**config.mk**
```make
export PLATFORM = sky130hd
export DESIGN_NAME = sync_framed_lrc_deframer_flat
export DESIGN_NICKNAME = d
export VERILOG_FILES = /design/src/sfld_pkg.sv /design/src/sfld_if.sv /design/src/sync_framed_lrc_deframer.sv /design/src/sfld_front.sv /design/src/sfld_queue.sv /design/src/sfld_back.sv /design/src/flat_wrapper.sv
export VERILOG_INCLUDE_DIRS = /design/src /design/src/src
export SDC_FILE = /design/constraint.sdc
export NUM_CORES = 1
export LEC_CHECK = 0
export BUFFER_PORTS_ARGS = -buffer_cell sky130_fd_sc_hd__buf_4
export CAP_MARGIN = 20
export CELL_PAD_IN_SITES_DETAIL_PLACEMENT = 1
export CELL_PAD_IN_SITES_GLOBAL_PLACEMENT = 1
export CORE_MARGIN = 2
export CORE_UTILIZATION = 56
export DETAILED_ROUTE_END_ITERATION = 12
export GPL_TIMING_DRIVEN = 0
export HOLD_SLACK_MARGIN = 0.03
export PLACE_DENSITY = 0.95
export SLEW_MARGIN = 15
export SYNTH_ARGS = -nofsm -noshare
export SYNTH_HDL_FRONTEND = slang
export SYNTH_SLANG_ARGS = --single-unit
```
**constraint.sdc**
```tcl
create_clock -name clock -period 9.6 [get_ports clock]
set_input_delay 0.96 -clock clock [delete_from_list [all_inputs] [get_ports clock]]
set_output_delay 0.96 -clock clock [all_outputs]
set_load 0.01 [all_outputs]
```
**src/sync_framed_lrc_deframer_macros.svh**
```systemverilog
// -----------------------------------------------------------------------------
// sync_framed_lrc_deframer_macros
// Assertion macros shared by the deframer modules.
// -----------------------------------------------------------------------------
`ifndef SYNC_FRAMED_LRC_DEFRAMER_MACROS_SVH
`define SYNC_FRAMED_LRC_DEFRAMER_MACROS_SVH

// Same-cycle implication, disabled while reset is high.
`define SFLD_ASSERT_IMPLY(label, clk, rst, ante, cons) \
   label: assert property (@(posedge clk) disable iff (rst) (ante) |-> (cons)) \
      else $error("sfld: same-cycle check failed");

// Next-cycle implication, disabled while reset is high.
`define SFLD_ASSERT_NEXT(label, clk, rst, ante, cons) \
   label: assert property (@(posedge clk) disable iff (rst) (ante) |=> (cons)) \
      else $error("sfld: next-cycle check failed");

`endif

```
**src/sfld_pkg.sv**
```systemverilog
// -----------------------------------------------------------------------------
// sfld_pkg
// Types and constants of the framed LRC deframer.
// -----------------------------------------------------------------------------
package sfld_pkg;

   localparam int BYTE_W    = 8;
   localparam int POS_W     = 7;
   localparam int STATUS_W  = 3;
   localparam int SKIND_W   = 2;
   localparam int CHAN_W    = 3;
   localparam int CSR_IDX_W = 8;

   localparam int QUEUE_DEPTH = 4;

   // Register indexes
   localparam logic [CSR_IDX_W-1:0] REG_MARK_FIRST  = 8'd0;
   localparam logic [CSR_IDX_W-1:0] REG_MARK_SECOND = 8'd1;

   // Register reset values
   localparam logic [BYTE_W-1:0] MARK_FIRST_RST  = 8'd65;
   localparam logic [BYTE_W-1:0] MARK_SECOND_RST = 8'd122;

   // Frame size bytes
   localparam logic [BYTE_W-1:0] SIZE_ULTRA = 8'd5;
   localparam logic [BYTE_W-1:0] SIZE_PROP  = 8'd9;
   localparam logic [BYTE_W-1:0] SIZE_IMU   = 8'd19;
   localparam logic [BYTE_W-1:0] SIZE_GPS   = 8'd21;

   localparam logic [BYTE_W-1:0] CHANNELS     = 8'd7;
   localparam logic [BYTE_W-1:0] CHANNEL_BASE = 8'd2;

   // Result kinds
   localparam logic KIND_BODY    = 1'b0;
   localparam logic KIND_VERDICT = 1'b1;

   // Frame status codes
   localparam logic [STATUS_W-1:0] ST_OK          = 3'd0;
   localparam logic [STATUS_W-1:0] ST_BAD_SUM     = 3'd1;
   localparam logic [STATUS_W-1:0] ST_UNKNOWN     = 3'd2;
   localparam logic [STATUS_W-1:0] ST_OVERFLOW    = 3'd3;
   localparam logic [STATUS_W-1:0] ST_BAD_CHANNEL = 3'd4;

   // Sensor kinds
   localparam logic [SKIND_W-1:0] SK_ULTRA = 2'd0;
   localparam logic [SKIND_W-1:0] SK_PROP  = 2'd1;
   localparam logic [SKIND_W-1:0] SK_IMU   = 2'd2;
   localparam logic [SKIND_W-1:0] SK_GPS   = 2'd3;

   // Mark hunting phase
   typedef enum logic [1:0] {
      PH_HUNT      = 2'd0,
      PH_MARK2     = 2'd1,
      PH_BODY      = 2'd2,
      PH_BODY_MARK = 2'd3
   } phase_type;

   // Work queued from the front to the back
   typedef enum logic [1:0] {
      OP_BYTE1   = 2'd0,
      OP_BYTE2   = 2'd1,
      OP_VERDICT = 2'd2
   } op_type;

   // Frame snapshot taken at the closing mark
   typedef struct packed {
      logic              overflowed;
      logic              empty;
      logic              short_body;
      logic [BYTE_W-1:0] sum;
      logic [BYTE_W-1:0] last;
      logic [BYTE_W-1:0] size;
      logic [BYTE_W-1:0] addr;
   } verdict_type;

   typedef struct packed {
      op_type            op;
      logic [BYTE_W-1:0] byte_a;
      logic [BYTE_W-1:0] byte_b;
      logic [POS_W-1:0]  pos;
      verdict_type       verdict;
   } cmd_type;

   // Queue status and handshake between the parts
   typedef struct packed {
      logic full;
      logic valid;
   } queue_status_type;

   // One result item
   typedef struct packed {
      logic                item_kind;
      logic [BYTE_W-1:0]   body_byte;
      logic [POS_W-1:0]    byte_position;
      logic [STATUS_W-1:0] frame_status;
      logic [SKIND_W-1:0]  sensor_kind;
      logic [CHAN_W-1:0]   sensor_channel;
      logic                last_of_run;
   } result_type;

endpackage

```
**src/sfld_if.sv**
```systemverilog
// -----------------------------------------------------------------------------
// sfld_if
// Valid/ready channels of the deframer: received bytes, results, registers.
// -----------------------------------------------------------------------------
interface sfld_req_if import sfld_pkg::*; ();
   logic              valid;
   logic              ready;
   logic [BYTE_W-1:0] rx_byte;

   modport source (output valid, output rx_byte, input ready);
   modport sink   (input valid, input rx_byte, output ready);
endinterface

interface sfld_rsp_if import sfld_pkg::*; ();
   logic                valid;
   logic                ready;
   logic                item_kind;
   logic [BYTE_W-1:0]   body_byte;
   logic [POS_W-1:0]    byte_position;
   logic [STATUS_W-1:0] frame_status;
   logic [SKIND_W-1:0]  sensor_kind;
   logic [CHAN_W-1:0]   sensor_channel;
   logic                last_of_run;

   modport source (output valid, output item_kind, output body_byte,
                   output byte_position, output frame_status, output sensor_kind,
                   output sensor_channel, output last_of_run, input ready);
   modport sink   (input valid, input item_kind, input body_byte,
                   input byte_position, input frame_status, input sensor_kind,
                   input sensor_channel, input last_of_run, output ready);
endinterface

interface sfld_csr_if import sfld_pkg::*; ();
   logic                 valid;
   logic                 ready;
   logic [CSR_IDX_W-1:0] reg_index;
   logic [BYTE_W-1:0]    wdata;

   modport source (output valid, output reg_index, output wdata, input ready);
   modport sink   (input valid, input reg_index, input wdata, output ready);
endinterface

```
**src/sync_framed_lrc_deframer.sv**
```systemverilog
// -----------------------------------------------------------------------------
// sync_framed_lrc_deframer
// Byte-stuffed frame deframer with LRC check and sensor classification.
// -----------------------------------------------------------------------------
// req_ch carries one received byte per request. rsp_ch returns the results:
// each stored body byte as it is stored, and a verdict (status, sensor kind,
// ultrasonic channel) when the closing mark arrives. last_of_run marks the
// final result caused by one request; a request yields zero, one or two.
// csr_ch writes the two mark bytes (index 0 first, index 1 second); it is
// always ready. The user must write it only while the block is idle; the
// block itself does not enforce this.
// Pipeline: two register stages, a queue slot and then the output register.
// Throughput: one request per cycle while the queue has room. The output
// register delivers one result per cycle while rsp_ch.ready is high, so a
// lone mark byte inside the body (two results) holds back the output side
// while its second byte goes out; a four-entry queue between the front and
// the back absorbs these, and req_ch.ready drops only while that queue is
// full. When rsp_ch.ready is low the result holds, the queue fills and then
// req_ch.ready goes low; nothing is lost.
// Reset: synchronous, active high. Marks return to 65 and 122, the block
// hunts for the opening mark, and the queue and output register empty.
// -----------------------------------------------------------------------------
module sync_framed_lrc_deframer import sfld_pkg::*; #(
   parameter int MAX_BODY = 128
) (
   input  logic        clock,
   input  logic        reset,
   sfld_req_if.sink    req_ch,
   sfld_rsp_if.source  rsp_ch,
   sfld_csr_if.sink    csr_ch
);

   queue_status_type q_status;
   logic             push;
   logic             pop;
   cmd_type          push_cmd;
   cmd_type          head;

   // Hunt marks and track the frame
   sfld_front #(
      .MAX_BODY (MAX_BODY)
   ) u_front (
      .clock    (clock),
      .reset    (reset),
      .req      (req_ch),
      .csr      (csr_ch),
      .q_status (q_status),
      .push     (push),
      .cmd      (push_cmd)
   );

   // Decouple the two sides
   sfld_queue u_queue (
      .clock    (clock),
      .reset    (reset),
      .push     (push),
      .push_cmd (push_cmd),
      .pop      (pop),
      .status   (q_status),
      .head     (head)
   );

   // Emit results
   sfld_back u_back (
      .clock    (clock),
      .reset    (reset),
      .q_status (q_status),
      .head     (head),
      .pop      (pop),
      .rsp      (rsp_ch)
   );

endmodule

```
**src/sfld_front.sv**
```systemverilog
// -----------------------------------------------------------------------------
// sfld_front
// Mark hunting and frame bookkeeping; queues body bytes and verdicts.
// -----------------------------------------------------------------------------
`include "sync_framed_lrc_deframer_macros.svh"

module sfld_front import sfld_pkg::*; #(
   parameter int MAX_BODY = 128
) (
   input  logic             clock,
   input  logic             reset,
   sfld_req_if.sink         req,
   sfld_csr_if.sink         csr,
   input  queue_status_type q_status,
   output logic             push,
   output cmd_type          cmd
);

   localparam int CW = $clog2(MAX_BODY + 1);

   phase_type         phase_ff, phase_in;
   logic [BYTE_W-1:0] mark1_ff, mark2_ff;
   logic [CW-1:0]     count_ff, count_in;
   logic [BYTE_W-1:0] sum_ff, sum_in;
   logic [BYTE_W-1:0] last_ff, last_in;
   logic [BYTE_W-1:0] size_ff, size_in;
   logic [BYTE_W-1:0] addr_ff, addr_in;
   logic              ovf_ff, ovf_in;
   logic              accept;
   logic              room1, room2;
   logic [BYTE_W-1:0] rx;
   logic              body_mark_take;

   // Take a request whenever the queue has a free slot
   assign req.ready = !q_status.full;
   assign csr.ready = 1'b1;
   assign accept    = req.valid && req.ready;
   assign rx        = req.rx_byte;
   assign room1     = count_ff < CW'(MAX_BODY);
   assign room2     = count_ff < CW'(MAX_BODY - 1);

   assign body_mark_take = accept && (phase_ff == PH_BODY_MARK);

   // Mark registers
   always_ff @(posedge clock) begin
      if (reset) begin
         mark1_ff <= MARK_FIRST_RST;
         mark2_ff <= MARK_SECOND_RST;
      end else if (csr.valid && csr.ready) begin
         if (csr.reg_index == REG_MARK_FIRST) begin
            mark1_ff <= csr.wdata;
         end
         if (csr.reg_index == REG_MARK_SECOND) begin
            mark2_ff <= csr.wdata;
         end
      end
   end

   // Next phase
   always_comb begin
      phase_in = phase_ff;
      if (accept) begin
         case (phase_ff)
            PH_HUNT: begin
               if (rx == mark1_ff) phase_in = PH_MARK2;
            end
            PH_MARK2: begin
               phase_in = (rx == mark2_ff) ? PH_BODY : PH_HUNT;
            end
            PH_BODY: begin
               if (rx == mark1_ff) phase_in = PH_BODY_MARK;
            end
            PH_BODY_MARK: begin
               phase_in = PH_BODY;
            end
            default: begin
               phase_in = PH_HUNT;
            end
         endcase
      end
   end

   // Queue work and update the frame state
   always_comb begin
      push     = 1'b0;
      cmd      = '0;
      cmd.op   = OP_BYTE1;
      cmd.pos  = POS_W'(count_ff);
      count_in = count_ff;
      sum_in   = sum_ff;
      last_in  = last_ff;
      size_in  = size_ff;
      addr_in  = addr_ff;
      ovf_in   = ovf_ff;
      if (accept) begin
         case (phase_ff)
            PH_BODY: begin
               if (rx != mark1_ff) begin
                  if (room1) begin
                     push       = 1'b1;
                     cmd.byte_a = rx;
                     count_in   = count_ff + CW'(1);
                     sum_in     = sum_ff + rx;
                     last_in    = rx;
                     if (count_ff == CW'(0)) size_in = rx;
                     if (count_ff == CW'(1)) addr_in = rx;
                  end else begin
                     ovf_in = 1'b1;
                  end
               end
            end
            PH_BODY_MARK: begin
               if (rx == mark2_ff) begin
                  // Closing mark: hand the frame to the back, start a new one
                  push                   = 1'b1;
                  cmd.op                 = OP_VERDICT;
                  cmd.pos                = '0;
                  cmd.verdict.overflowed = ovf_ff;
                  cmd.verdict.empty      = (count_ff == CW'(0));
                  cmd.verdict.short_body = (count_ff < CW'(2));
                  cmd.verdict.sum        = sum_ff;
                  cmd.verdict.last       = last_ff;
                  cmd.verdict.size       = size_ff;
                  cmd.verdict.addr       = addr_ff;
                  count_in               = '0;
                  sum_in                 = '0;
                  last_in                = '0;
                  size_in                = '0;
                  addr_in                = '0;
                  ovf_in                 = 1'b0;
               end else if (room1) begin
                  // Lone first mark byte stands for itself
                  push       = 1'b1;
                  cmd.byte_a = mark1_ff;
                  cmd.byte_b = rx;
                  if (count_ff == CW'(0)) size_in = mark1_ff;
                  if (count_ff == CW'(1)) addr_in = mark1_ff;
                  if (room2) begin
                     cmd.op   = OP_BYTE2;
                     count_in = count_ff + CW'(2);
                     sum_in   = sum_ff + mark1_ff + rx;
                     last_in  = rx;
                     if (count_ff == CW'(0)) addr_in = rx;
                  end else begin
                     count_in = count_ff + CW'(1);
                     sum_in   = sum_ff + mark1_ff;
                     last_in  = mark1_ff;
                     ovf_in   = 1'b1;
                  end
               end else begin
                  ovf_in = 1'b1;
               end
            end
            default: begin
               push = 1'b0;
            end
         endcase
      end
   end

   // State registers
   always_ff @(posedge clock) begin
      if (reset) begin
         phase_ff <= PH_HUNT;
         count_ff <= '0;
         sum_ff   <= '0;
         last_ff  <= '0;
         size_ff  <= '0;
         addr_ff  <= '0;
         ovf_ff   <= 1'b0;
      end else begin
         phase_ff <= phase_in;
         count_ff <= count_in;
         sum_ff   <= sum_in;
         last_ff  <= last_in;
         size_ff  <= size_in;
         addr_ff  <= addr_in;
         ovf_ff   <= ovf_in;
      end
   end

   `SFLD_ASSERT_NEXT(a_mark_in_body_returns, clock, reset, body_mark_take, phase_ff == PH_BODY)
   `SFLD_ASSERT_IMPLY(a_count_bounded, clock, reset, 1'b1, count_ff <= CW'(MAX_BODY))

endmodule

```
**src/sfld_queue.sv**
```systemverilog
// -----------------------------------------------------------------------------
// sfld_queue
// Short FIFO of queued work between the front and the back.
// -----------------------------------------------------------------------------
`include "sync_framed_lrc_deframer_macros.svh"

module sfld_queue import sfld_pkg::*; (
   input  logic             clock,
   input  logic             reset,
   input  logic             push,
   input  cmd_type          push_cmd,
   input  logic             pop,
   output queue_status_type status,
   output cmd_type          head
);

   localparam int AW = $clog2(QUEUE_DEPTH);

   cmd_type        slot_ff [QUEUE_DEPTH];
   logic [AW-1:0]  wr_ptr_ff, wr_ptr_in;
   logic [AW-1:0]  rd_ptr_ff, rd_ptr_in;
   logic [AW:0]    count_ff, count_in;

   assign status.full  = (count_ff == (AW + 1)'(QUEUE_DEPTH));
   assign status.valid = (count_ff != '0);
   assign head         = slot_ff[rd_ptr_ff];

   // Advance pointers and occupancy
   always_comb begin
      wr_ptr_in = push ? wr_ptr_ff + AW'(1) : wr_ptr_ff;
      rd_ptr_in = pop ? rd_ptr_ff + AW'(1) : rd_ptr_ff;
      count_in  = count_ff;
      if (push && !pop) count_in = count_ff + (AW + 1)'(1);
      if (pop && !push) count_in = count_ff - (AW + 1)'(1);
   end

   always_ff @(posedge clock) begin
      if (reset) begin
         wr_ptr_ff <= '0;
         rd_ptr_ff <= '0;
         count_ff  <= '0;
      end else begin
         wr_ptr_ff <= wr_ptr_in;
         rd_ptr_ff <= rd_ptr_in;
         count_ff  <= count_in;
      end
   end

   // Store pushed work
   always_ff @(posedge clock) begin
      if (push) begin
         slot_ff[wr_ptr_ff] <= push_cmd;
      end
   end

   `SFLD_ASSERT_IMPLY(a_no_push_when_full, clock, reset, push, count_ff < (AW + 1)'(QUEUE_DEPTH))
   `SFLD_ASSERT_IMPLY(a_no_pop_when_empty, clock, reset, pop, count_ff != '0)

endmodule

```
**src/sfld_back.sv**
```systemverilog
// -----------------------------------------------------------------------------
// sfld_back
// Turns queued work into result items: body bytes and frame verdicts.
// -----------------------------------------------------------------------------
`include "sync_framed_lrc_deframer_macros.svh"

module sfld_back import sfld_pkg::*; (
   input  logic             clock,
   input  logic             reset,
   input  queue_status_type q_status,
   input  cmd_type          head,
   output logic             pop,
   sfld_rsp_if.source       rsp
);

   logic              out_valid_ff, out_valid_in;
   result_type        res_ff, res_in;
   logic              pend_ff, pend_in;
   logic [BYTE_W-1:0] pend_byte_ff, pend_byte_in;
   logic [POS_W-1:0]  pend_pos_ff, pend_pos_in;
   logic              load;
   result_type        verdict_res;

   assign load = !out_valid_ff || rsp.ready;

   // Check the LRC and classify the frame
   always_comb begin
      logic [BYTE_W-1:0] prior;
      logic [BYTE_W-1:0] expect_sum;
      logic [BYTE_W-1:0] chan;
      prior       = head.verdict.sum - head.verdict.last;
      expect_sum  = 8'd0 - prior;
      chan        = head.verdict.addr - CHANNEL_BASE;
      verdict_res = '0;
      verdict_res.item_kind   = KIND_VERDICT;
      verdict_res.last_of_run = 1'b1;
      if (head.verdict.overflowed) begin
         verdict_res.frame_status = ST_OVERFLOW;
      end else if (head.verdict.empty || (expect_sum != head.verdict.last)) begin
         verdict_res.frame_status = ST_BAD_SUM;
      end else begin
         case (head.verdict.size)
            SIZE_ULTRA: begin
               if (head.verdict.short_body || (chan >= CHANNELS)) begin
                  verdict_res.frame_status = ST_BAD_CHANNEL;
               end else begin
                  verdict_res.sensor_kind    = SK_ULTRA;
                  verdict_res.sensor_channel = chan[CHAN_W-1:0];
               end
            end
            SIZE_PROP: verdict_res.sensor_kind = SK_PROP;
            SIZE_IMU:  verdict_res.sensor_kind = SK_IMU;
            SIZE_GPS:  verdict_res.sensor_kind = SK_GPS;
            default:   verdict_res.frame_status = ST_UNKNOWN;
         endcase
      end
   end

   // Load the output register from the held second byte or the queue head
   always_comb begin
      out_valid_in = out_valid_ff;
      res_in       = res_ff;
      pend_in      = pend_ff;
      pend_byte_in = pend_byte_ff;
      pend_pos_in  = pend_pos_ff;
      pop          = 1'b0;
      if (load) begin
         out_valid_in = pend_ff || q_status.valid;
         if (pend_ff) begin
            res_in               = '0;
            res_in.item_kind     = KIND_BODY;
            res_in.body_byte     = pend_byte_ff;
            res_in.byte_position = pend_pos_ff;
            res_in.last_of_run   = 1'b1;
            pend_in              = 1'b0;
         end else if (q_status.valid) begin
            pop = 1'b1;
            case (head.op)
               OP_BYTE1: begin
                  res_in               = '0;
                  res_in.item_kind     = KIND_BODY;
                  res_in.body_byte     = head.byte_a;
                  res_in.byte_position = head.pos;
                  res_in.last_of_run   = 1'b1;
               end
               OP_BYTE2: begin
                  res_in               = '0;
                  res_in.item_kind     = KIND_BODY;
                  res_in.body_byte     = head.byte_a;
                  res_in.byte_position = head.pos;
                  res_in.last_of_run   = 1'b0;
                  pend_in              = 1'b1;
                  pend_byte_in         = head.byte_b;
                  pend_pos_in          = head.pos + POS_W'(1);
               end
               default: begin
                  res_in = verdict_res;
               end
            endcase
         end
      end
   end

   always_ff @(posedge clock) begin
      if (reset) begin
         out_valid_ff <= 1'b0;
         pend_ff      <= 1'b0;
      end else begin
         out_valid_ff <= out_valid_in;
         pend_ff      <= pend_in;
      end
   end

   // Payload registers
   always_ff @(posedge clock) begin
      res_ff       <= res_in;
      pend_byte_ff <= pend_byte_in;
      pend_pos_ff  <= pend_pos_in;
   end

   assign rsp.valid          = out_valid_ff;
   assign rsp.item_kind      = res_ff.item_kind;
   assign rsp.body_byte      = res_ff.body_byte;
   assign rsp.byte_position  = res_ff.byte_position;
   assign rsp.frame_status   = res_ff.frame_status;
   assign rsp.sensor_kind    = res_ff.sensor_kind;
   assign rsp.sensor_channel = res_ff.sensor_channel;
   assign rsp.last_of_run    = res_ff.last_of_run;

   `SFLD_ASSERT_IMPLY(a_pending_has_first, clock, reset, pend_ff, out_valid_ff && !res_ff.last_of_run)
   `SFLD_ASSERT_IMPLY(a_no_pop_while_pending, clock, reset, pend_ff, !pop)

endmodule

```
**src/flat_wrapper.sv**
```systemverilog
// flat-port wrapper written by rule: the top's interface ports become plain ports
module sync_framed_lrc_deframer_flat import sfld_pkg::*;
#(
   parameter int MAX_BODY = 128
)
  (clock, reset, req_ch_valid, req_ch_rx_byte, req_ch_ready, rsp_ch_valid, rsp_ch_item_kind, rsp_ch_body_byte, rsp_ch_byte_position, rsp_ch_frame_status, rsp_ch_sensor_kind, rsp_ch_sensor_channel, rsp_ch_last_of_run, rsp_ch_ready, csr_ch_valid, csr_ch_reg_index, csr_ch_wdata, csr_ch_ready);
  sfld_req_if req_ch_i ();
  sfld_rsp_if rsp_ch_i ();
  sfld_csr_if csr_ch_i ();
  input  logic clock;
  input  logic reset;
  input wire logic [$bits(req_ch_i.valid)-1:0] req_ch_valid;
  input wire logic [$bits(req_ch_i.rx_byte)-1:0] req_ch_rx_byte;
  output wire logic [$bits(req_ch_i.ready)-1:0] req_ch_ready;
  output wire logic [$bits(rsp_ch_i.valid)-1:0] rsp_ch_valid;
  output wire logic [$bits(rsp_ch_i.item_kind)-1:0] rsp_ch_item_kind;
  output wire logic [$bits(rsp_ch_i.body_byte)-1:0] rsp_ch_body_byte;
  output wire logic [$bits(rsp_ch_i.byte_position)-1:0] rsp_ch_byte_position;
  output wire logic [$bits(rsp_ch_i.frame_status)-1:0] rsp_ch_frame_status;
  output wire logic [$bits(rsp_ch_i.sensor_kind)-1:0] rsp_ch_sensor_kind;
  output wire logic [$bits(rsp_ch_i.sensor_channel)-1:0] rsp_ch_sensor_channel;
  output wire logic [$bits(rsp_ch_i.last_of_run)-1:0] rsp_ch_last_of_run;
  input wire logic [$bits(rsp_ch_i.ready)-1:0] rsp_ch_ready;
  input wire logic [$bits(csr_ch_i.valid)-1:0] csr_ch_valid;
  input wire logic [$bits(csr_ch_i.reg_index)-1:0] csr_ch_reg_index;
  input wire logic [$bits(csr_ch_i.wdata)-1:0] csr_ch_wdata;
  output wire logic [$bits(csr_ch_i.ready)-1:0] csr_ch_ready;
  assign req_ch_i.valid = req_ch_valid;
  assign req_ch_i.rx_byte = req_ch_rx_byte;
  assign req_ch_ready = req_ch_i.ready;
  assign rsp_ch_valid = rsp_ch_i.valid;
  assign rsp_ch_item_kind = rsp_ch_i.item_kind;
  assign rsp_ch_body_byte = rsp_ch_i.body_byte;
  assign rsp_ch_byte_position = rsp_ch_i.byte_position;
  assign rsp_ch_frame_status = rsp_ch_i.frame_status;
  assign rsp_ch_sensor_kind = rsp_ch_i.sensor_kind;
  assign rsp_ch_sensor_channel = rsp_ch_i.sensor_channel;
  assign rsp_ch_last_of_run = rsp_ch_i.last_of_run;
  assign rsp_ch_i.ready = rsp_ch_ready;
  assign csr_ch_i.valid = csr_ch_valid;
  assign csr_ch_i.reg_index = csr_ch_reg_index;
  assign csr_ch_i.wdata = csr_ch_wdata;
  assign csr_ch_ready = csr_ch_i.ready;
  sync_framed_lrc_deframer #(.MAX_BODY(MAX_BODY)) u_core (.clock(clock), .reset(reset), .req_ch(req_ch_i), .rsp_ch(rsp_ch_i), .csr_ch(csr_ch_i));
endmodule
```
# == After elaboration in Yosys (flattened, before gate mapping) ==
# Memories as Yosys holds them, arrays and structs flattened. A register that Yosys moved wholly into a read port is not among the register bits.
# Index checks and enable logic that the tools add are counted.
# op_classes
n_mux,84
n_eq_ne,25
addsub,13
n_lt_le_gt_ge,4
reduce_logical,29
bitwise_logic,1
# ops
operator,n
8-bit two-way mux,31
8-bit one-hot mux with 2 select lines,6
60-bit two-way mux,1
50-bit two-way mux,1
25-bit one-hot mux with 2 select lines,1
42-bit two-way mux,1
25-bit two-way mux,1
8-bit adder,3
24-bit two-way mux,1
3-bit two-way mux,7
1-bit two-way mux,18
17-bit two-way mux,1
8-bit by 1-bit == test with 1-bit output (second input constant),2
8-bit by 5-bit == test with 1-bit output (second input constant),2
8-bit == test,2
8-bit logical NOT,2
16-bit two-way mux,1
8-bit != test,2
2-bit one-hot mux with 4 select lines,2
2-bit two-way mux,7
2-bit != test (second input constant),7
5-bit two-way mux,2
5-bit AND reduction,2
8-bit by 1-bit adder with 8-bit output (second input constant),1
35 further kinds,52
# totals
n_memories,1
input_bits,29
regBits,108
word_cells,180
ramBits,240
output_inout_bits,28
# mem_list
name,depth,word_bits,rd,rd_ports_with_merged_regs,wr,line,text
u_core.u_queue.slot_ff,4,60,1,1,1,sfld_queue.sv:19,cmd_type slot_ff [QUEUE_DEPTH];

# == Longest topological paths before layout ==
# Gate-level depths: netlist (run 1).
# depth
ltp_word,10
depth_mapped,15
depth_no_buf,13

# == Hierarchy ==
# From an unflattened synthesis (run 1), not the netlist that was laid out.
# hier_totals
cells_unflattened,1098
area_unflattened_um2,15881.5
# modules_own_cells
module,n_inst,area_per_inst_um2,cells_each
sfld_queue,1,9150.0,357
sfld_front,1,4526.8,562
sfld_back,1,2204.6,179

# == Worst setup path before layout (run 1) ==
# Ideal clock, no wire load.
# synth_path
kind,input-to-reg
from,input port req_ch_rx_byte[7]
to,memory u_core.u_queue.slot_ff[0][0] in the netlist's numbering (enable)
path_buffers,3
t_arrival_ps,3700
cell_stages,8
path_slack_ps,5477
path_cell_list,buf_2 -> xor2_1 -> nor4_1 -> a2111oi_2 -> a31o_1 -> buf_4 -> clkbuf_1 -> and2_1
# synth_via
elab_chain_cells,6
elab_cells_between_ends,8
cone_classes,eq/ne (2); mux (6)
# synth_lines
element,line,text
from (decl),flat_wrapper.sv:13,input wire logic [$bits(req_ch_i.rx_byte)-1:0] req_ch_rx_byte;
8-bit == test or 8-bit != test (tied branches),"sfld_front.sv:113, sfld_front.sv:98",
1-bit two-way mux (on tied branches),"sfld_front.sv:113, sfld_front.sv:98",
1-bit one-hot mux with 2 select lines *,sfld_front.sv:96,case (phase_ff)
1-bit two-way mux *,sfld_front.sv:95,if (accept) begin
1-bit two-way mux *,sfld_queue.sv:51,if (push) begin
1-bit two-way mux (not written as such) *,sfld_queue.sv:52,slot_ff[wr_ptr_ff] <= push_cmd;
to (decl),sfld_queue.sv:19,
# Mark *: on every way between the ends. The rest lies on a longest branch, timed or not.

==> results of run 1 <==
[layout make-up]
| class | instances | share of cell area |
|---|---|---|
| Buffer | 62 | 0.0174 |
| Multi-Input combinational cell | 682 | 0.308 |
| Inverter | 39 | 0.00837 |
| Clock inverter | 15 | 0.00886 |
| Timing Repair Buffer | 58 | 0.0290 |
| Tap cell | 378 | 0.0266 |
| Sequential cell | 345 | 0.543 |
| Clock buffer | 53 | 0.0588 |
[registers in the layout, summed over array words and instances, names as in the netlist, 3 cells and up, named ones only]
register / cells
u_core.u_back.pend_byte_ff: 8
u_core.u_back.pend_pos_ff: 7
u_core.u_back.rsp.body_byte: 8
u_core.u_back.rsp.byte_position: 7
u_core.u_back.rsp.frame_status: 3
u_core.u_back.rsp.sensor_channel: 3
u_core.u_front.addr_ff: 8
u_core.u_front.count_ff: 8
u_core.u_front.last_ff: 7
u_core.u_front.mark1_ff: 8
u_core.u_front.mark2_ff: 8
u_core.u_front.size_ff: 8
u_core.u_front.sum_ff: 8
u_core.u_queue.count_ff: 3
u_core.u_queue.slot_ff: 236
[metal layers]
metal,share of wire,vias to the layer above,track usage
met2,0.49,667,0.542
met5,0,-,0
li1,-,4523,-
met4,0.044,0,0.141
met1,0.38,5438,0.417
met3,0.086,141,0.0564
[logic make-up after synthesis]
family,count (synthesis)
XOR/XNOR,48
AND/OR/NAND/NOR,284
other,1
flip-flops,345
multiplexers,81
adder cells (fa/ha/maj),44
AO/OA/AOI/OAI,224
buffers and inverters,101
[where the power goes]
part,internal [mW],switching [mW],leakage [nW]
clock network,0.823,0.591,0.588
logic,0.243,0.376,2.45
registers,1.75,0.0378,3.13
total,2.81,1.00,6.16
[per-stage QoR]
step	instances	hold WS (ns)
2_1_floorplan	1128	0.445
3_3_place_gp	1559	0.456
3_5_place_dp	1564	0.489
4_1_cts	1632	0.496
5_1_grt	1632	0.524
6_report	1632	0.505
[worst paths after layout]
kind                                               to                 startpoint  depth (start not counted)
hold reg to reg             u_core.u_front.size_ff[3]  u_core.u_front.size_ff[3]                          2
hold / removal              u_core.u_front.size_ff[3]  u_core.u_front.size_ff[3]                          2
setup reg to reg  u_core.u_back.rsp.sensor_channel[2]                   register                         15
setup / recovery  u_core.u_back.rsp.sensor_channel[2]                   register                         15
[worst reg2reg max path, delay by kind of cell (launching register included)]
kind | cells | cell delay, ns
simple gates | 4 | 1.23
mux | 1 | 0.36
compound gates | 2 | 0.87
flops | 1 | 0.32
buf+inv | 6 | 1.88
fa+ha+maj | 2 | 0.59
[cell usage in the layout, fill, tap and decap left out, drive strengths merged, types with 6 or more instances in the layout]
master and n:
mux4 50, mux2i 20, a311oi 10, a22oi 9
and2 48, a211oi 14, xor2 20, dfxtp 69
buf 91, a22o 8, and3 7, nor2 58
edfxtp 276, clkbuf 82, nor3 30, o211ai 6
xnor2 26, a221oi 12, nand2 78, nor4 13
or3 14, mux2 11, a21o 13, nand3 10
ha 39, o21a 10, a2bb2oi 9, a21oi 52
clkinv 11, o21ai 50, nor2b 8, inv 40
==> summary.md, run 1 <==
| Metric | Value |
|---|---|
| Leakage | `6.16 nW` |
| Placed inst area | `16600 µm²` |
| Cell count after synthesis | `1128` |
| GRT Util Overall | `0.323` |
| Synthesized area per cell | `13.8 µm²` |
| Fin area | `17800 µm²` |
| Slowest-stage cell, CP | `a221oi_2` |
| Yosys warns | `0` |
| Clk_lat worst skew | `0.53 ns` |
| Place WS | `4.30 ns` |
| CTS tree | `yes` |
| # hold bufs at CTS | `0` |
| Routability congestion estimate | `0.967` |
| Hold WC Path Type | `reg2reg` |
| Initial Util | `0.564` |
| Sink Count | `345` |
| Yosys reg bits | `345` |
| Synth cell types | `72` |
| Finished Core Util | `0.644` |
| Fin crit share | `0.575` |
| Vias post-DR | `10800` |
| RSZ-0062 raised after global routing | `false` |
| Fraction of registers with async set/reset | `0` |
| Nets | `1298` |
| Final setup skew | `0.0171 ns` |
| Max Slew Vio Count | `0` |
| XOR/XNOR share of the synthesized area | `0.0287` |
| Final Hold Fails | `0` |
| Die X-Extent | `171 µm` |
| Top cell type's share of synthesized area | `0.532` |
| VDD IR-drop max | `0.000113 V` |
| Num CTS Buffers | `37` |
| I/O pins | `57` |
| Syn Std Cell Area | `15600 µm²` |
| Simple-Gate Fraction of Synth Area | `0.0905` |
| Area of the multi-input gates | `5480 µm²` |
| Total of max-cap violations | `0` |
| GRT overflow | `0` |
| Tot Pwr | `3.82 mW` |
| Synth top cells by count | `edfxtp_1 (276), nand2_1 (78), dfxtp_1 (69)` |
| Startpoint types | `register` |
| Min Tclk post-route | `5.52 ns` |
| Die area | `29200 µm²` |
| Initial antenna violation count | `0` |
| Worst path top cell family by delay | `buffers and inverters` |
| Mux contribution to synthesized area | `0.0932` |
| Worst slew pin tran | `0.983 ns` |
| Critical path data required time | `9.85 ns` |
| H-tree lvl count | `2` |
| Fill count | `2632` |
| Critical path buffers and inverters | `6` |
| Bufs on Longest Clock Path | `3` |
| DRT Pass-1 Iters | `6` |
| CTS resizes | `0` |
| Fmax achieved | `181 MHz` |
| PortBufs | `53` |
| Die Height | `171 µm` |
| WS Path Type | `reg2reg` |
| Top post-synthesis cells by area | `edfxtp_1 (53%), dfxtp_1 (8.9%), mux4_2 (7.1%)` |
| Antenna cells | `0` |
| Reg2Reg Setup Slack | `4.08 ns` |
| Final setup violation count | `0` |
| Setup TNS Final | `0 ns` |
| Row count | `61` |
| FF+latch area | `9670 µm²` |
| Total Wirelength | `46000 µm` |
| Clock slew at reported path FFs | `0.06 ns` |
| Leading area contributor after synthesis | `edfxtp_1` |
| Wire per inst | `28.2 µm` |
| Compound-gate portion of the synthesized area | `0.100` |
| Area Overhead vs Synth | `14.1%` |
| CP Data Arrival Time | `5.77 ns` |
| Core area | `27600 µm²` |
| Initial drt markers | `1320` |
| CTS root buf | `clkbuf_16` |
| Most common cell in the netlist | `edfxtp_1` |
| Number of global-route vias before repair | `11400` |
| First-pass GRT wire length | `69800 µm` |
| CP peak stage delay | `0.65 ns` |
| Power per cell area | `214 nW/µm²` |
| Synth Net Count | `1201` |
| Synth Flop Type | `edfxtp_1` |
| EDFF count, synth | `276` |
| DP HPWL | `30600 µm` |
| Layout cells sized above 1 | `0.175` |
| Peak fanout along the critical path | `10` |
| Setup crit end kind | `register` |
| Status | `finished, final reports clean` |
| Drc violations | `0` |
| Post-Synth Adder-Cell Area | `0.0377` |
| Setup ws final | `4.08 ns` |
| Worst relative slew slack | `0.340` |
| Ordered list of cells on the worst path | `buf_2 -> buf_4 -> buf_4 -> buf_2 -> buf_1 -> mux4_2 -> ha_1 -> inv_1 -> fa_1 -> and3_1 -> o211ai_1 -> nand3_1 -> a221oi_2 -> nand4_2 -> nor4_1` |
| Vias per Instance | `6.60` |
| Post-DRT Antenna Nets | `0` |
| Main combinational cell family by area after synthesis | `compound AO/OA/AOI/OAI gates` |
| Post-CTS Setup Bufs | `0` |
| Sequential area share after synthesis | `0.620` |
| Largest net degree at the start of global routing | `49` |
Power figures use the tool's default switching activity.
==> run 2: changes to the inputs <==
- CORE_UTILIZATION: 56 -> 47
- PLACE_DENSITY: 0.95 -> 0.87
- clock period: 9.6 -> 4.87 ns (I/O delays scaled with it)
==> run 2 against run 1 <==
Net effect:
- sequential cell count unchanged
- global-route usage down 6.1 points
- sequential share of layout area down 0.39 points
- combinational power up 100%
- hold slack worse by 0.32 ns
- worst setup slack worse by 3.8 ns
- fmax up 21%
- critical path depth up 1
- register-to-register slack worse by 3.8 ns
- utilization down 9.5 points
- count of clock-buffer cells in the layout up 3
- critical path type unchanged
- largest cell class unchanged
==> summary.md, run 2 (same netlist as run 1, synthesis figures left out) <==
| Metric | Value |
|---|---|
| Status | `finished, final reports clean` |
| Hold WC Path Type | `in2reg` |
| Layout cells sized above 1 | `0.182 (+0.00689)` |
| Wire per inst | `26.0 µm (-7.8%)` |
| Net Switching | `2.00 mW (+99%)` |
| Fmax achieved | `219 MHz (+21%)` |
| CTS root buf | `clkbuf_16` |
| Final setup skew | `0.0222 ns (+0.00506 ns)` |
| Antenna cells | `0 (unchanged)` |
| Largest net degree at the start of global routing | `35 (-29%)` |
| PortBufs | `53 (unchanged)` |
| Routability congestion estimate | `0.949 (-1.9%)` |
| Initial Util | `0.478 (-0.0863)` |
| Number of global-route vias before repair | `11000 (-3.8%)` |
| DRT Pass-1 Iters | `5 (-1)` |
| CP Data Arrival Time | `4.89 ns (-0.88 ns)` |
| Nets | `1300 (+0.15%)` |
| Leakage | `6.16 nW (about the same)` |
| Gr busiest metal | `met2` |
| Combinational power share | `0.166 (+0.004)` |
| Fin crit share | `0.939 (+0.364)` |
| Num CTS Buffers | `38 (+2.7%)` |
| Die X-Extent | `186 µm (+8.9%)` |
| Worst slew pin tran | `0.913 ns (-0.0700 ns)` |
| Final Non-Filler Cells | `1698 (+4.0%)` |
| Internal power | `5.59 mW (+99%)` |
| CTS tree | `yes` |
| DP HPWL | `30300 µm (-1.1%)` |
| RSZ-0062 raised after global routing | `false` |
| Drc violations | `0 (unchanged)` |
| Worst relative slew slack | `0.387 (+0.0470)` |
| Max Slew Vio Count | `0 (unchanged)` |
| H-tree lvl count | `2 (unchanged)` |
| Placed insts | `1628 (+4.1%)` |
| VDD IR-drop max | `0.000293 V (+160%)` |
| Bufs on Longest Clock Path | `3 (unchanged)` |
| Row count | `66 (+8.2%)` |
| Commonest non-fill, non-tap cells in the layout | `edfxtp_1 (276), nand2_1 (78), dfxtp_1 (68)` |
| Power per cell area | `423 nW/µm² (+97%)` |
| GRT Util Overall | `0.262 (-0.0612)` |
| Initial drt markers | `924 (-30%)` |
| Sw frac | `0.264 (+0.000334)` |
| Most common cell after layout, fill and taps aside | `edfxtp_1` |
| GRT overflow | `0 (unchanged)` |
| Finished Core Util | `0.550 (-0.0945)` |
| Met3 Use GR | `0.0415 (-0.0150)` |
| Startpoint types | `register` |
| Core area | `32600 µm² (+18%)` |
| Met1 Resource Use GR | `0.336 (-0.0803)` |
| Max reg flops | `236 (unchanged)` |
| Largest Register | `u_core.u_queue.slot_ff` |
| Vias post-DR | `10400 (-3.8%)` |
| Clock slew at reported path FFs | `0.06 ns (about the same)` |
| Total Wirelength | `44100 µm (-4.1%)` |
| Final Hold Fails | `0 (unchanged)` |
| Setup crit end kind | `register` |
| I/O pins | `57 (unchanged)` |
| Initial antenna violation count | `0 (unchanged)` |
| Sink Count | `345 (unchanged)` |
| Die area | `34600 µm² (+19%)` |
| Met2 Use GR | `0.449 (-0.0929)` |
| Total of max-cap violations | `0 (unchanged)` |
| Area Overhead vs Synth | `15.0%` |
| Peak fanout along the critical path | `10 (unchanged)` |
| Die Height | `186 µm (+8.9%)` |
| First-pass GRT wire length | `67000 µm (-4.0%)` |
| Flop pwr share | `0.464 (-0.003)` |
| WS Path Type | `reg2reg` |
| Clk_lat worst skew | `0.53 ns (about the same)` |
| Fill count | `3211 (+22%)` |
| Min Tclk post-route | `4.58 ns (-0.945 ns)` |
| Post-DRT Antenna Nets | `0 (unchanged)` |
| Vias per Instance | `6.10 (-7.6%)` |
| Final setup violation count | `0 (unchanged)` |
| Clk network pwr share | `0.370 (about the same)` |
| Critical path data required time | `5.18 ns (-4.67 ns)` |
[run 2: changes by cell type in the layout (fill, tap and decap cells not counted), moves of 3 or more]
| cell | delta |
|---|---|
| clkbuf_8 | +4 |
| buf_4 | +5 |
| buf_16 | -3 |
| buf_12 | +3 |
[run 2: per-stage QoR]
stage	setup slack, ns	hold slack [ns]	instance area, µm²	power [mW]	setup TNS, ns
finish	0.295	0.186	17900	7.59	0
global route	0.0292	0.190	17900	7.84	0
CTS	0.0338	0.185	17900	7.63	0
detailed placement	-0.409	0.468	16700	4.83	-1.77
global placement	-0.329	0.456	16500	4.69	-75.11
floorplan	1.04	0.445	15600	4.29	0
[run 2: final cells by class]
type | instances | area (µm²) | area share
tap | 442 | 553 | 0.0308
multi-input combinational | 682 | 5520 | 0.308
buffer | 61 | 314 | 0.0175
clock buffer | 56 | 1120 | 0.0625
clock inverter | 13 | 96.3 | 0.00537
timing repair buffer | 60 | 508 | 0.0283
sequential | 345 | 9670 | 0.539
inverter | 39 | 149 | 0.00830
[run 2: per-layer routing]
layer | vias up | share of wire
met2 | 428 | 0.50
met3 | 109 | 0.063
met4 | 0 | 0.039
met5 | - | 0
met1 | 5304 | 0.40
li1 | 4516 | -
[run 2: worst max-delay path, stage by stage, from the launching register on]
cell and delay [ns]:
dfxtp_2 0.42, buf_6 0.25, buf_6 0.23, buf_6 0.22, buf_4 0.28, buf_4 0.28
mux4_2 0.27, ha_1 0.20, inv_1 0.07, fa_1 0.42, and3_1 0.23, nor2_1 0.17
xnor3_1 0.32, a2111oi_4 0.28, buf_4 0.21, nand4_4 0.14, nor4_1 0.33
[run 2: timing repair]
action | CTS | global route
pin swaps | 1 | 2
setup endpoints to repair | 8 | 7
buffers inserted | 0 | 2
hold buffers | 0 | 0
resized for setup | 8 | 3
[run 2: final timing paths]
| path | slack (ns) | depth (start not counted) | endpoint | start |
|---|---|---|---|---|
| setup / recovery | 0.29 | 16 | u_core.u_back.rsp.sensor_channel[1] | register |
| hold / removal | 0.19 | 3 | u_core.u_front.mark2_ff[1] | csr_ch_wdata[1] |
| setup reg to reg | 0.29 | 16 | u_core.u_back.rsp.sensor_channel[1] | register |
| hold reg to reg | 0.51 | 2 | u_core.u_front.mark2_ff[1] | u_core.u_front.mark2_ff[1] |
[run 2: power by group through the flow]
stage                     combinational (mW)  clock, mW  sequential [mW]
final                                   1.26       2.81             3.52
after CTS                               1.27       2.84             3.52
after global routing                    1.36       2.94             3.54
after global placement                  1.12          0             3.57
after floorplan                        0.670          0             3.62
after detailed placement                1.24          0             3.58
